### src/design/dqtlsb_pkg.sv
`timescale 1ns / 1ps
// Shared types and constants of the DQT low-bit message extractor.
package dqtlsb_pkg;

  localparam logic [7:0] MarkerPrefix = 8'hFF;
  localparam logic [7:0] MarkerDqt    = 8'hDB;

  // data bytes per quantisation table, the id byte comes on top
  localparam logic [6:0] TableDataBytes = 7'd64;

  localparam int TablesW = 10;

  // (len - 2) / 65 as a multiply by ceil(2^22 / 65), exact for 16-bit lengths
  localparam logic [15:0] LenRecip      = 16'd64528;
  localparam int          LenRecipShift = 22;

  typedef enum logic [5:0] {
    PhSearch  = 6'b000001,
    PhAfterFf = 6'b000010,
    PhLenHi   = 6'b000100,
    PhLenLo   = 6'b001000,
    PhExtract = 6'b010000,
    PhDone    = 6'b100000
  } phase_e;

  typedef enum logic [1:0] {
    ModeBits1 = 2'd0,
    ModeBits2 = 2'd1,
    ModeBits4 = 2'd2,
    ModeBits8 = 2'd3
  } bits_mode_e;

  // carrier item handed from the parser to the packer
  typedef struct packed {
    logic [7:0] data_byte;
    logic       last;
  } carrier_t;

endpackage

### src/design/dqt_lsb_message_extract.sv
`timescale 1ns / 1ps
// Top level of the DQT low-bit message extractor.
//
// Input channel: one byte of the JPEG file per item on data_byte_i, taken at
// an edge with push high and full low. Output channel: one extracted
// character per item on message_char_o with last_char_o flagging the final
// character of the table region, valid while empty is low and taken with pop.
// bits_mode_i (1, 2, 4 or 8 bits per carrier byte) is written with
// bits_mode_we_i by the user only while the block is idle; the block itself
// does not enforce this. Throughput is one byte per cycle while full is low.
// A parser stage updates its phase and counters as a byte is taken, a
// QUEUE_DEPTH item queue feeds the packer, and the packer fills a one-item
// output register, where a character lands after its byte passes the queue.
// When the receiver stalls the output item holds, the queue fills and full
// rises after QUEUE_DEPTH more carrier bytes; table id and header bytes
// bypass the queue. Reset returns the parser to marker search, empties the
// queue and output, and sets bits_mode to one bit per byte. After the last
// table the block takes and drops every byte until the next reset.
module dqt_lsb_message_extract #(
  parameter int QUEUE_DEPTH = 2
) (
  input  logic       clk_i,
  input  logic       rst_ni,
  input  logic       push,
  output logic       full,
  input  logic [7:0] data_byte_i,
  input  logic       pop,
  output logic       empty,
  output logic [7:0] message_char_o,
  output logic       last_char_o,
  input  logic       bits_mode_we_i,
  input  logic [1:0] bits_mode_i
);

  logic                 in_take;
  logic                 front_push;
  dqtlsb_pkg::carrier_t front_item;
  logic                 fifo_full;
  logic                 fifo_empty;
  logic                 fifo_pop;
  dqtlsb_pkg::carrier_t fifo_item;

  assign full    = fifo_full;
  assign in_take = push && !fifo_full;

  dqtlsb_front u_front (
    .clk_i       (clk_i),
    .rst_ni      (rst_ni),
    .valid_i     (in_take),
    .data_byte_i (data_byte_i),
    .item_push_o (front_push),
    .item_o      (front_item)
  );

  dqtlsb_fifo #(
    .DEPTH (QUEUE_DEPTH)
  ) u_fifo (
    .clk_i   (clk_i),
    .rst_ni  (rst_ni),
    .push_i  (front_push),
    .item_i  (front_item),
    .full_o  (fifo_full),
    .pop_i   (fifo_pop),
    .item_o  (fifo_item),
    .empty_o (fifo_empty)
  );

  dqtlsb_back u_back (
    .clk_i          (clk_i),
    .rst_ni         (rst_ni),
    .bits_mode_we_i (bits_mode_we_i),
    .bits_mode_i    (bits_mode_i),
    .item_valid_i   (!fifo_empty),
    .item_i         (fifo_item),
    .item_pop_o     (fifo_pop),
    .pop_i          (pop),
    .empty_o        (empty),
    .message_char_o (message_char_o),
    .last_char_o    (last_char_o)
  );

endmodule

### src/design/dqtlsb_front.sv
`timescale 1ns / 1ps
// Parser: finds the DQT segment, reads its length and forwards carrier bytes.
module dqtlsb_front (
  input  logic                clk_i,
  input  logic                rst_ni,
  input  logic                valid_i,
  input  logic [7:0]          data_byte_i,
  output logic                item_push_o,
  output dqtlsb_pkg::carrier_t item_o
);

  dqtlsb_pkg::phase_e                  phase_d, phase_q;
  logic [7:0]                          len_hi_d, len_hi_q;
  logic [dqtlsb_pkg::TablesW-1:0]      tables_left_d, tables_left_q;
  logic [6:0]                          byte_in_table_d, byte_in_table_q;
  logic [15:0]                         seg_len;
  logic [15:0]                         seg_body;
  logic [31:0]                         recip_prod;
  logic [dqtlsb_pkg::TablesW-1:0]      num_tables;

  assign seg_len    = {len_hi_q, data_byte_i};
  assign seg_body   = (seg_len >= 16'd2) ? (seg_len - 16'd2) : 16'd0;
  assign recip_prod = 32'(seg_body) * 32'(dqtlsb_pkg::LenRecip);
  assign num_tables = recip_prod[dqtlsb_pkg::LenRecipShift +: dqtlsb_pkg::TablesW];

  always_comb begin
    phase_d          = phase_q;
    len_hi_d         = len_hi_q;
    tables_left_d    = tables_left_q;
    byte_in_table_d  = byte_in_table_q;
    item_push_o      = 1'b0;
    item_o.data_byte = data_byte_i;
    item_o.last      = 1'b0;
    if (valid_i) begin
      unique case (phase_q)
        dqtlsb_pkg::PhSearch: begin
          if (data_byte_i == dqtlsb_pkg::MarkerPrefix) begin
            phase_d = dqtlsb_pkg::PhAfterFf;
          end
        end
        dqtlsb_pkg::PhAfterFf: begin
          phase_d = (data_byte_i == dqtlsb_pkg::MarkerDqt) ? dqtlsb_pkg::PhLenHi
                                                           : dqtlsb_pkg::PhSearch;
        end
        dqtlsb_pkg::PhLenHi: begin
          len_hi_d = data_byte_i;
          phase_d  = dqtlsb_pkg::PhLenLo;
        end
        dqtlsb_pkg::PhLenLo: begin
          tables_left_d   = num_tables;
          byte_in_table_d = dqtlsb_pkg::TableDataBytes;
          phase_d = (num_tables == '0) ? dqtlsb_pkg::PhDone : dqtlsb_pkg::PhExtract;
        end
        dqtlsb_pkg::PhExtract: begin
          if (byte_in_table_q >= dqtlsb_pkg::TableDataBytes) begin
            byte_in_table_d = 7'd0; // table id
          end else begin
            item_push_o     = 1'b1;
            byte_in_table_d = byte_in_table_q + 7'd1;
            if (byte_in_table_q == dqtlsb_pkg::TableDataBytes - 7'd1) begin
              tables_left_d = tables_left_q - 1'b1;
              if (tables_left_q == dqtlsb_pkg::TablesW'(1)) begin
                item_o.last = 1'b1;
                phase_d     = dqtlsb_pkg::PhDone;
              end
            end
          end
        end
        default: ;
      endcase
    end
  end

  always_ff @(posedge clk_i or negedge rst_ni) begin
    if (!rst_ni) begin
      phase_q         <= dqtlsb_pkg::PhSearch;
      len_hi_q        <= 8'd0;
      tables_left_q   <= '0;
      byte_in_table_q <= dqtlsb_pkg::TableDataBytes;
    end else begin
      phase_q         <= phase_d;
      len_hi_q        <= len_hi_d;
      tables_left_q   <= tables_left_d;
      byte_in_table_q <= byte_in_table_d;
    end
  end

endmodule

### src/design/dqtlsb_fifo.sv
`timescale 1ns / 1ps
// Short queue of carrier items between the parser and the packer.
module dqtlsb_fifo #(
  parameter int DEPTH = 2
) (
  input  logic                 clk_i,
  input  logic                 rst_ni,
  input  logic                 push_i,
  input  dqtlsb_pkg::carrier_t item_i,
  output logic                 full_o,
  input  logic                 pop_i,
  output dqtlsb_pkg::carrier_t item_o,
  output logic                 empty_o
);

  localparam int PtrW = (DEPTH > 1) ? $clog2(DEPTH) : 1;
  localparam int CntW = $clog2(DEPTH + 1);

  dqtlsb_pkg::carrier_t slot_q [DEPTH];
  logic [PtrW-1:0]      wr_ptr_d, wr_ptr_q;
  logic [PtrW-1:0]      rd_ptr_d, rd_ptr_q;
  logic [CntW-1:0]      count_d, count_q;
  logic                 do_push;
  logic                 do_pop;

  assign full_o  = (count_q == CntW'(DEPTH));
  assign empty_o = (count_q == '0);
  assign do_push = push_i && !full_o;
  assign do_pop  = pop_i && !empty_o;
  assign item_o  = slot_q[rd_ptr_q];

  always_comb begin
    wr_ptr_d = wr_ptr_q;
    rd_ptr_d = rd_ptr_q;
    count_d  = count_q;
    if (do_push) begin
      wr_ptr_d = (wr_ptr_q == PtrW'(DEPTH - 1)) ? '0 : wr_ptr_q + 1'b1;
    end
    if (do_pop) begin
      rd_ptr_d = (rd_ptr_q == PtrW'(DEPTH - 1)) ? '0 : rd_ptr_q + 1'b1;
    end
    if (do_push && !do_pop) begin
      count_d = count_q + 1'b1;
    end else if (do_pop && !do_push) begin
      count_d = count_q - 1'b1;
    end
  end

  always_ff @(posedge clk_i or negedge rst_ni) begin
    if (!rst_ni) begin
      wr_ptr_q <= '0;
      rd_ptr_q <= '0;
      count_q  <= '0;
    end else begin
      wr_ptr_q <= wr_ptr_d;
      rd_ptr_q <= rd_ptr_d;
      count_q  <= count_d;
    end
  end

  always_ff @(posedge clk_i) begin
    if (do_push) begin
      slot_q[wr_ptr_q] <= item_i;
    end
  end

endmodule

### src/design/dqtlsb_back.sv
`timescale 1ns / 1ps
// Packer: merges low bit groups into characters and holds the output item.
module dqtlsb_back (
  input  logic                 clk_i,
  input  logic                 rst_ni,
  input  logic                 bits_mode_we_i,
  input  logic [1:0]           bits_mode_i,
  input  logic                 item_valid_i,
  input  dqtlsb_pkg::carrier_t item_i,
  output logic                 item_pop_o,
  input  logic                 pop_i,
  output logic                 empty_o,
  output logic [7:0]           message_char_o,
  output logic                 last_char_o
);

  dqtlsb_pkg::bits_mode_e mode_q;
  logic [7:0]             accum_d, accum_q;
  logic [2:0]             bit_pos_d, bit_pos_q;
  logic                   out_valid_d, out_valid_q;
  logic [7:0]             char_q;
  logic                   last_q;
  logic [7:0]             accum_next;
  logic [3:0]             groups;
  logic                   char_done;
  logic                   take;

  assign empty_o        = !out_valid_q;
  assign message_char_o = char_q;
  assign last_char_o    = last_q;

  assign take       = item_valid_i && (!out_valid_q || pop_i);
  assign item_pop_o = take;

  always_comb begin
    unique case (mode_q)
      dqtlsb_pkg::ModeBits1: begin
        accum_next = {accum_q[6:0], item_i.data_byte[0]};
        groups     = 4'd8;
      end
      dqtlsb_pkg::ModeBits2: begin
        accum_next = {accum_q[5:0], item_i.data_byte[1:0]};
        groups     = 4'd4;
      end
      dqtlsb_pkg::ModeBits4: begin
        accum_next = {accum_q[3:0], item_i.data_byte[3:0]};
        groups     = 4'd2;
      end
      default: begin
        accum_next = item_i.data_byte;
        groups     = 4'd1;
      end
    endcase
  end

  // a mode change mid-character may leave more groups than needed
  assign char_done = ({1'b0, bit_pos_q} + 4'd1) >= groups;

  always_comb begin
    accum_d     = accum_q;
    bit_pos_d   = bit_pos_q;
    out_valid_d = out_valid_q;
    if (pop_i) begin
      out_valid_d = 1'b0;
    end
    if (take) begin
      if (char_done) begin
        out_valid_d = 1'b1;
        accum_d     = 8'd0;
        bit_pos_d   = 3'd0;
      end else begin
        accum_d   = accum_next;
        bit_pos_d = bit_pos_q + 3'd1;
      end
    end
  end

  always_ff @(posedge clk_i or negedge rst_ni) begin
    if (!rst_ni) begin
      mode_q      <= dqtlsb_pkg::ModeBits1;
      accum_q     <= 8'd0;
      bit_pos_q   <= 3'd0;
      out_valid_q <= 1'b0;
    end else begin
      if (bits_mode_we_i) begin
        mode_q <= dqtlsb_pkg::bits_mode_e'(bits_mode_i);
      end
      accum_q     <= accum_d;
      bit_pos_q   <= bit_pos_d;
      out_valid_q <= out_valid_d;
    end
  end

  always_ff @(posedge clk_i) begin
    if (take && char_done) begin
      char_q <= accum_next;
      last_q <= item_i.last;
    end
  end

endmodule

### config.mk
export PLATFORM = sky130hd
export DESIGN_NAME = dqt_lsb_message_extract
export DESIGN_NICKNAME = d
export VERILOG_FILES = /design/src/design/dqtlsb_pkg.sv /design/src/design/dqt_lsb_message_extract.sv /design/src/design/dqtlsb_front.sv /design/src/design/dqtlsb_fifo.sv /design/src/design/dqtlsb_back.sv
export SDC_FILE = /design/constraint.sdc
export NUM_CORES = 1
export LEC_CHECK = 0
export BUFFER_PORTS_ARGS = -buffer_cell sky130_fd_sc_hd__buf_2
export CAP_MARGIN = 20
export CORE_ASPECT_RATIO = 1.25
export CORE_MARGIN = 2
export CORE_UTILIZATION = 64
export CTS_BUF_LIST = sky130_fd_sc_hd__clkbuf_8 sky130_fd_sc_hd__clkbuf_16
export DETAILED_ROUTE_END_ITERATION = 10
export PLACE_DENSITY = 0.93
export SKIP_LAST_GASP = 1
export SLEW_MARGIN = 20
export SYNTH_ARGS = -nofsm -noshare
export SYNTH_HDL_FRONTEND = slang
export SYNTH_SLANG_ARGS = --single-unit
### constraint.sdc
create_clock -name clk_i -period 9.8 [get_ports clk_i]
set_input_delay 0.98 -clock clk_i [delete_from_list [all_inputs] [get_ports clk_i]]
set_output_delay 0.98 -clock clk_i [all_outputs]
set_load 0.02 [all_outputs]
==> metrics.cfg, run 1 <==
[cts]
postCtsHoldBufs=0
cts_root_buf=clkbuf_16
clk_pin_slew_ps=60
clockBufferDepth=2
cts_resized=0
numCtsBuffers=9
cts_tree=built
clock_sinks=75
htreeDepth=3
clk_latency_ps=340
postCtsSetupRepairBufs=0

[job]
drv_cap=0

[grt]
grt_pass1_vias=5494
grt.busiest_layer=met2
grt_antenna_before_repair=0
track_usage_pct=30.73
grtUsageMet1_pct=35.22
grt_overflow=0
grt_max_degree=49
globalRouteMet3Util_pct=6.373
grt_use_met2_pct=52.19
grt_pass1_wl_um=27010

[floorplan]
rows=41
core_area_sq_um=10160
boundaryPins=26
die_y_um=118.4
die_w_um=95.54
start_util_pct=66.00
die-area_sq_um=11310

[logic_synthesis]
yosys_most_used_dff=dfrtp_1
synth-edff-count=27
netlist_instances=684
syn_area_per_cell_sq_um=9.801
synth.cell_area_sq_um=6704
ys_types=60
synth_seq_area_share_pct=30.05
syn_nets=822
ys_ff_latch=75
synthArstFlopShare_pct=64.00
ys_warn_count=0

[sta]
maxSlewViolCount=0
relSlewSlack_pct=36.99
fin_skew_ps=11.01
final-hold-violation-count=0
worstMarginPinSlew_ps=937.9
rsz0062_at_grt=no
fmax_ghz=0.1291
setup_viol=0
post-route-period-util_pct=79.04
fin_crit_ps=7746
fin_setup_tns_ps=0

[drt]
first_pass_iters=6
detailroute.via_count=5314
first_iter_violations=337
viasPerCell=6.349
wirelength_um=16420
wl_per_cell_um=19.62
antenna_left=0
drcViolationCount=0

[worst_hold_path]
hold_depth=2
worstHoldStart=u_back.accum_q[6]
holdPathEnd=u_back.accum_q[6]
hp-class=reg2reg

[final_layout]
finish.utilization_pct=71.20
final_cell_mix=inv_1, ha_1, nand2_1
stdcell_area_sq_um=7232
antennaDiodeCount=0
fin_nets=841
drive_above_1_share_pct=11.30
stdcell_count=837
final_common_cell=inv_1
syn_to_final_growth_pct=7.876

[setup_path]
crit_path_max_incr_delay_ps=550
critPathKind=in2reg
cp_slowest_cell=fa_1
reg2reg_depth=23
rrSetupSlack_ps=2470
crit_fanout=16
start_kind=primary input
rr_startpoint=u_front.len_hi_q[2]
r2r-end=u_front.phase_q[4]
cp.arrival_ps=7940
end_kind=register
cp.required_ps=9990
cpMostUsedCell=fa_1

[placed_design]
dp_cells=821
hpwlAfterDp_um=12670
place_area_sq_um=6929
portBuffers=25
gp_congestion=0.9688

[power_and_ir_drop]
power_w=0.001760
leakage_nw=3.606
irDropWorstVdd_uv=119.7
p_per_area_nw_per_um2=243.3

[status]
outcome=finished clean

synth_stat cells (11+ instances only):
cell	count	area [sq um]
xnor2_1	16	140.1
dfrtp_1	46	1151
nor3_1	19	95.09
or3_1	11	68.82
clkbuf_1	17	63.81
nor2_1	44	165.2
o21ai_0	45	225.2
ha_1	76	950.9
a21oi_1	37	185.2
xor2_1	13	113.9
mux2_2	18	202.7
fa_1	47	940.9
inv_1	88	330.3
nand2_1	55	206.5
edfxtp_1	27	810.8
final cells by class:
class / count / area (sq um)
sequential: 75 / 2014
timing repair buffer: 26 / 135.1
inverter: 88 / 330.3
tap: 129 / 161.4
clock buffer: 12 / 277.8
multi-input combinational: 503 / 4290
fill: 666 / 2925
clock inverter: 4 / 22.52
where the power goes:
part / internal, W / switching, W
registers: 0.000419 / 0.0000669
logic: 0.000367 / 0.000580
clock network: 0.000200 / 0.000127
cells by family after synthesis:
| family | Yosys count | share of synthesized area (%) |
|---|---|---|
| DFF | 75 | 30.05 |
| adders and majority gates | 123 | 28.22 |
| buffers and inverters | 106 | 5.954 |
| xor gates and xnor gates | 29 | 3.789 |
| and+or+nand+nor | 196 | 15.10 |
| muxes | 28 | 5.263 |
| AOI/OAI and AO/OA | 127 | 11.63 |
registers in the layout, summed over array words and instances, names as in the netlist:
register	flops
u_back.message_char_o	8
u_front.byte_in_table_q	7
u_front.len_hi_q	8
u_fifo.wr_ptr_q	1
u_back.accum_q	7
u_back.bit_pos_q	3
u_fifo.rd_ptr_q	1
u_back.mode_q	2
u_fifo.slot_q	18
u_back.out_valid_q	1
u_front.phase_q	6
u_fifo.count_q	2
u_back.last_char_o	1
u_front.tables_left_q	10
through the flow:
| stage | worst slack (ps) | hold WS (ps) |
|---|---|---|
| floorplan | 2332 | 442.4 |
| global placement | 2013 | 463.9 |
| detailed placement | 1817 | 482.0 |
| CTS | 2128 | 495.1 |
| global route | 1616 | 511.8 |
| finish | 2054 | 495.3 |
worst max-delay path by stage:
stage,slack [ps],end,from
floorplan,2330,u_front.phase_q[4],data_byte_i[6]
global placement,2010,u_front.phase_q[4],data_byte_i[6]
detailed placement,1820,u_front.phase_q[4],data_byte_i[3]
CTS,2130,u_front.phase_q[4],data_byte_i[3]
global route,1620,u_front.phase_q[4],data_byte_i[6]
finish,2050,u_front.phase_q[4],data_byte_i[3]
per-layer routing:
layer  share of wire, %  wire, um
met3                5.8       951
met1                 36      5969
met5                  0         0
met2                 52      8543
met4                5.8       960
critical path: cells and delay by family:
kind | cells | cell delay [ps]
xor+xnor | 1 | 180
compound gates | 4 | 580
simple gates | 9 | 2750
buf+inv | 5 | 660
fa+ha+maj | 6 | 2760
No activity file was read; power rests on OpenSTA's default activity.
==> run 2, diff against run 1 <==
Settings changed: CORE_UTILIZATION 64 to 58, PLACE_DENSITY 0.93 to 0.89.
Clock period 9.8 ns to 6.6 ns, I/O delays scaled along.
==> run 2 against run 1 <==
Effect of this change: the flow now finishes with violations (setup timing); clock power is 63% higher; sequential power is 47% higher; worst setup slack worse by 2200 ps; global-route usage is 2.5 points lower; cell count is 14% higher; critical endpoint unchanged; largest power group unchanged.
==> metrics.cfg, run 2 (synthesis results as in run 1) <==
[setup_path]
crit_path_max_incr_delay_ps=560  ; was 550 ps
critPathKind=in2reg  ; unchanged
cp.required_ps=6790  ; was 9990 ps
reg2reg_depth=22  ; was 23
cp_num_buf_inv=6  ; was 5
cp_slowest_cell=fa_1  ; unchanged
cp.arrival_ps=6970  ; was 7940 ps
crit_family=adder cells  ; unchanged
crit_fanout=5  ; was 16
r2r-end=u_front.phase_q[4]  ; unchanged
end_kind=register  ; unchanged
rrSetupSlack_ps=-110  ; was 2470 ps
rr_startpoint=u_front.len_hi_q[0]  ; was u_front.len_hi_q[2]
start_kind=primary input  ; unchanged

[sta]
final-hold-violation-count=0  ; unchanged
post-route-period-util_pct=102.8
fin_skew_ps=9.674  ; was 11.01 ps
worstMarginPinSlew_ps=1078  ; was 937.9 ps
fin_crit_ps=6784
maxSlewViolCount=0  ; unchanged
relSlewSlack_pct=27.56  ; was 36.99%
fmax_ghz=0.1474
setup_ws_ps=-184.4  ; was 2054 ps
setup_viol=3  ; was 0

[placed_design]
gp_congestion=0.9675  ; was 0.9688
portBuffers=25  ; unchanged
dp_cells=924  ; was 821
hpwlAfterDp_um=13140  ; was 12670 um
place_area_sq_um=7777  ; was 6929 sq um
dp_slack_ps=-337.9  ; was 1817 ps

[final_layout]
final_cell_mix=buf_4, inv_1, nand2_1, ha_1, dfrtp_1  ; was inv_1, ha_1, nand2_1
stdcell_count=950  ; was 837
syn_to_final_growth_pct=29.30  ; was 7.876%
stdcell_area_sq_um=8668  ; was 7232 sq um
finish.utilization_pct=77.46  ; was 71.20%
antennaDiodeCount=0  ; unchanged
final_common_cell=buf_4  ; was inv_1
fin_nets=948  ; was 841
drive_above_1_share_pct=33.25  ; was 11.30%
top_register=u_fifo.slot_q  ; unchanged
reg.largest.list=u_fifo.slot_q x18, u_front.tables_left_q x10  ; unchanged
largest_reg_flops=18  ; unchanged

[cts]
clk_latency_ps=340  ; about the same
postCtsHoldBufs=0  ; unchanged
cts_root_buf=clkbuf_16  ; unchanged
numCtsBuffers=9  ; unchanged
clk_pin_slew_ps=70  ; was 60 ps
htreeDepth=3  ; unchanged
cts_tree=built  ; unchanged
clock_sinks=75  ; unchanged
clockBufferDepth=2  ; unchanged

[drt]
antenna_left=0  ; unchanged
first_pass_iters=5  ; was 6
wl_per_cell_um=22.46  ; was 19.62 um
first_iter_violations=669  ; was 337
drcViolationCount=0  ; unchanged
viasPerCell=6.522  ; was 6.349
detailroute.via_count=6196  ; was 5314
wirelength_um=21340  ; was 16420 um

[floorplan]
die_y_um=124.2  ; was 118.4 um
boundaryPins=26  ; unchanged
start_util_pct=59.91  ; was 66.00%
die_w_um=100.2  ; was 95.54 um
core_area_sq_um=11190  ; was 10160 sq um
rows=43  ; was 41
die-area_sq_um=12440  ; was 11310 sq um

[power_and_ir_drop]
irDropWorstVdd_uv=325.6  ; was 119.7 uV
power_w=0.003629  ; was 0.001760 W
leakage_nw=4.156  ; was 3.606 nW
p_switching_w=0.001574  ; was 0.0007743 W
p_comb_share_pct=65.6  ; was 53.8%
swShare_pct=43.36  ; was 44.01%
internal_power_w=0.002055  ; was 0.0009853 W
seqPwrFrac_pct=19.7  ; was 27.6%
p_per_area_nw_per_um2=418.6  ; was 243.3 nW/um^2
pwr-share-clk_pct=14.7  ; was 18.6%

[grt]
track_usage_pct=28.27  ; was 30.73%
grt_antenna_before_repair=0  ; unchanged
grt_pass1_vias=6075  ; was 5494
grt_overflow=0  ; unchanged
grt_max_degree=49  ; unchanged
grt_pass1_wl_um=28000  ; was 27010 um

[status]
violations=setup timing
outcome=finished with violations  ; was finished clean

[job]
drv_cap=0  ; unchanged

[worst_hold_path]
hp-class=in2async  ; was reg2reg

-- run 2: final cells by class --
class	instances	area, sq um
fill	625	2522
clock buffer	9	225.2
clock inverter	7	93.84
inverter	88	332.8
timing repair buffer	133	962.2
tap	135	168.9
multi-input combinational	503	4871
sequential	75	2014
-- run 2: power groups by stage --
stage | sequential [W] | clock [W] | combinational, W
final | 0.000713 | 0.000533 | 0.00238
after global routing | 0.000722 | 0.000549 | 0.00252
after CTS | 0.000706 | 0.000527 | 0.00171
after detailed placement | 0.000711 | 0 | 0.00168
after global placement | 0.000699 | 0 | 0.00159
after floorplan | 0.000714 | 0 | 0.00110
-- run 2: worst max-delay path by stage --
| stage | from | end | slack, ps | cells past startpoint |
|---|---|---|---|---|
| after floorplan | data_byte_i[6] | u_front.phase_q[4] | 10 | 23 |
| after global placement | data_byte_i[6] | u_front.phase_q[4] | -250 | 24 |
| after detailed placement | data_byte_i[6] | u_front.phase_q[5] | -340 | 25 |
| after CTS | data_byte_i[6] | u_front.phase_q[4] | 2 | 22 |
| after global routing | data_byte_i[2] | u_front.phase_q[4] | -290 | 26 |
| final | data_byte_i[2] | u_front.phase_q[4] | -180 | 26 |
-- run 2: timing repair --
| item | 4_1_cts | 5_1_grt |
|---|---|---|
| buffers inserted | 0 | 10 |
| resized for setup | 3 | 92 |
| pin swaps | 1 | 43 |
| setup endpoints to repair | 2 | 7 |
-- run 2: stage by stage --
stage | TNS, ps | hold WS [ps]
after floorplan | 0 | 364.4
after global placement | -732.5 | 462.6
after detailed placement | -1541 | 476.3
after CTS | 0 | 495.8
after global routing | -1041 | 411.7
final | -503.6 | 355.2
-- run 2: metal layers --
metal  vias up  track usage [%]  wire, um  part of all wire [%]
met5         -                0         0                     0
met4         0            10.64      1246                   5.8
met3       135            3.429      1524                   7.1
met2       455            53.14     11280                    53
met1      2994            31.89      7282                    34
li1       2612                -         -                     -
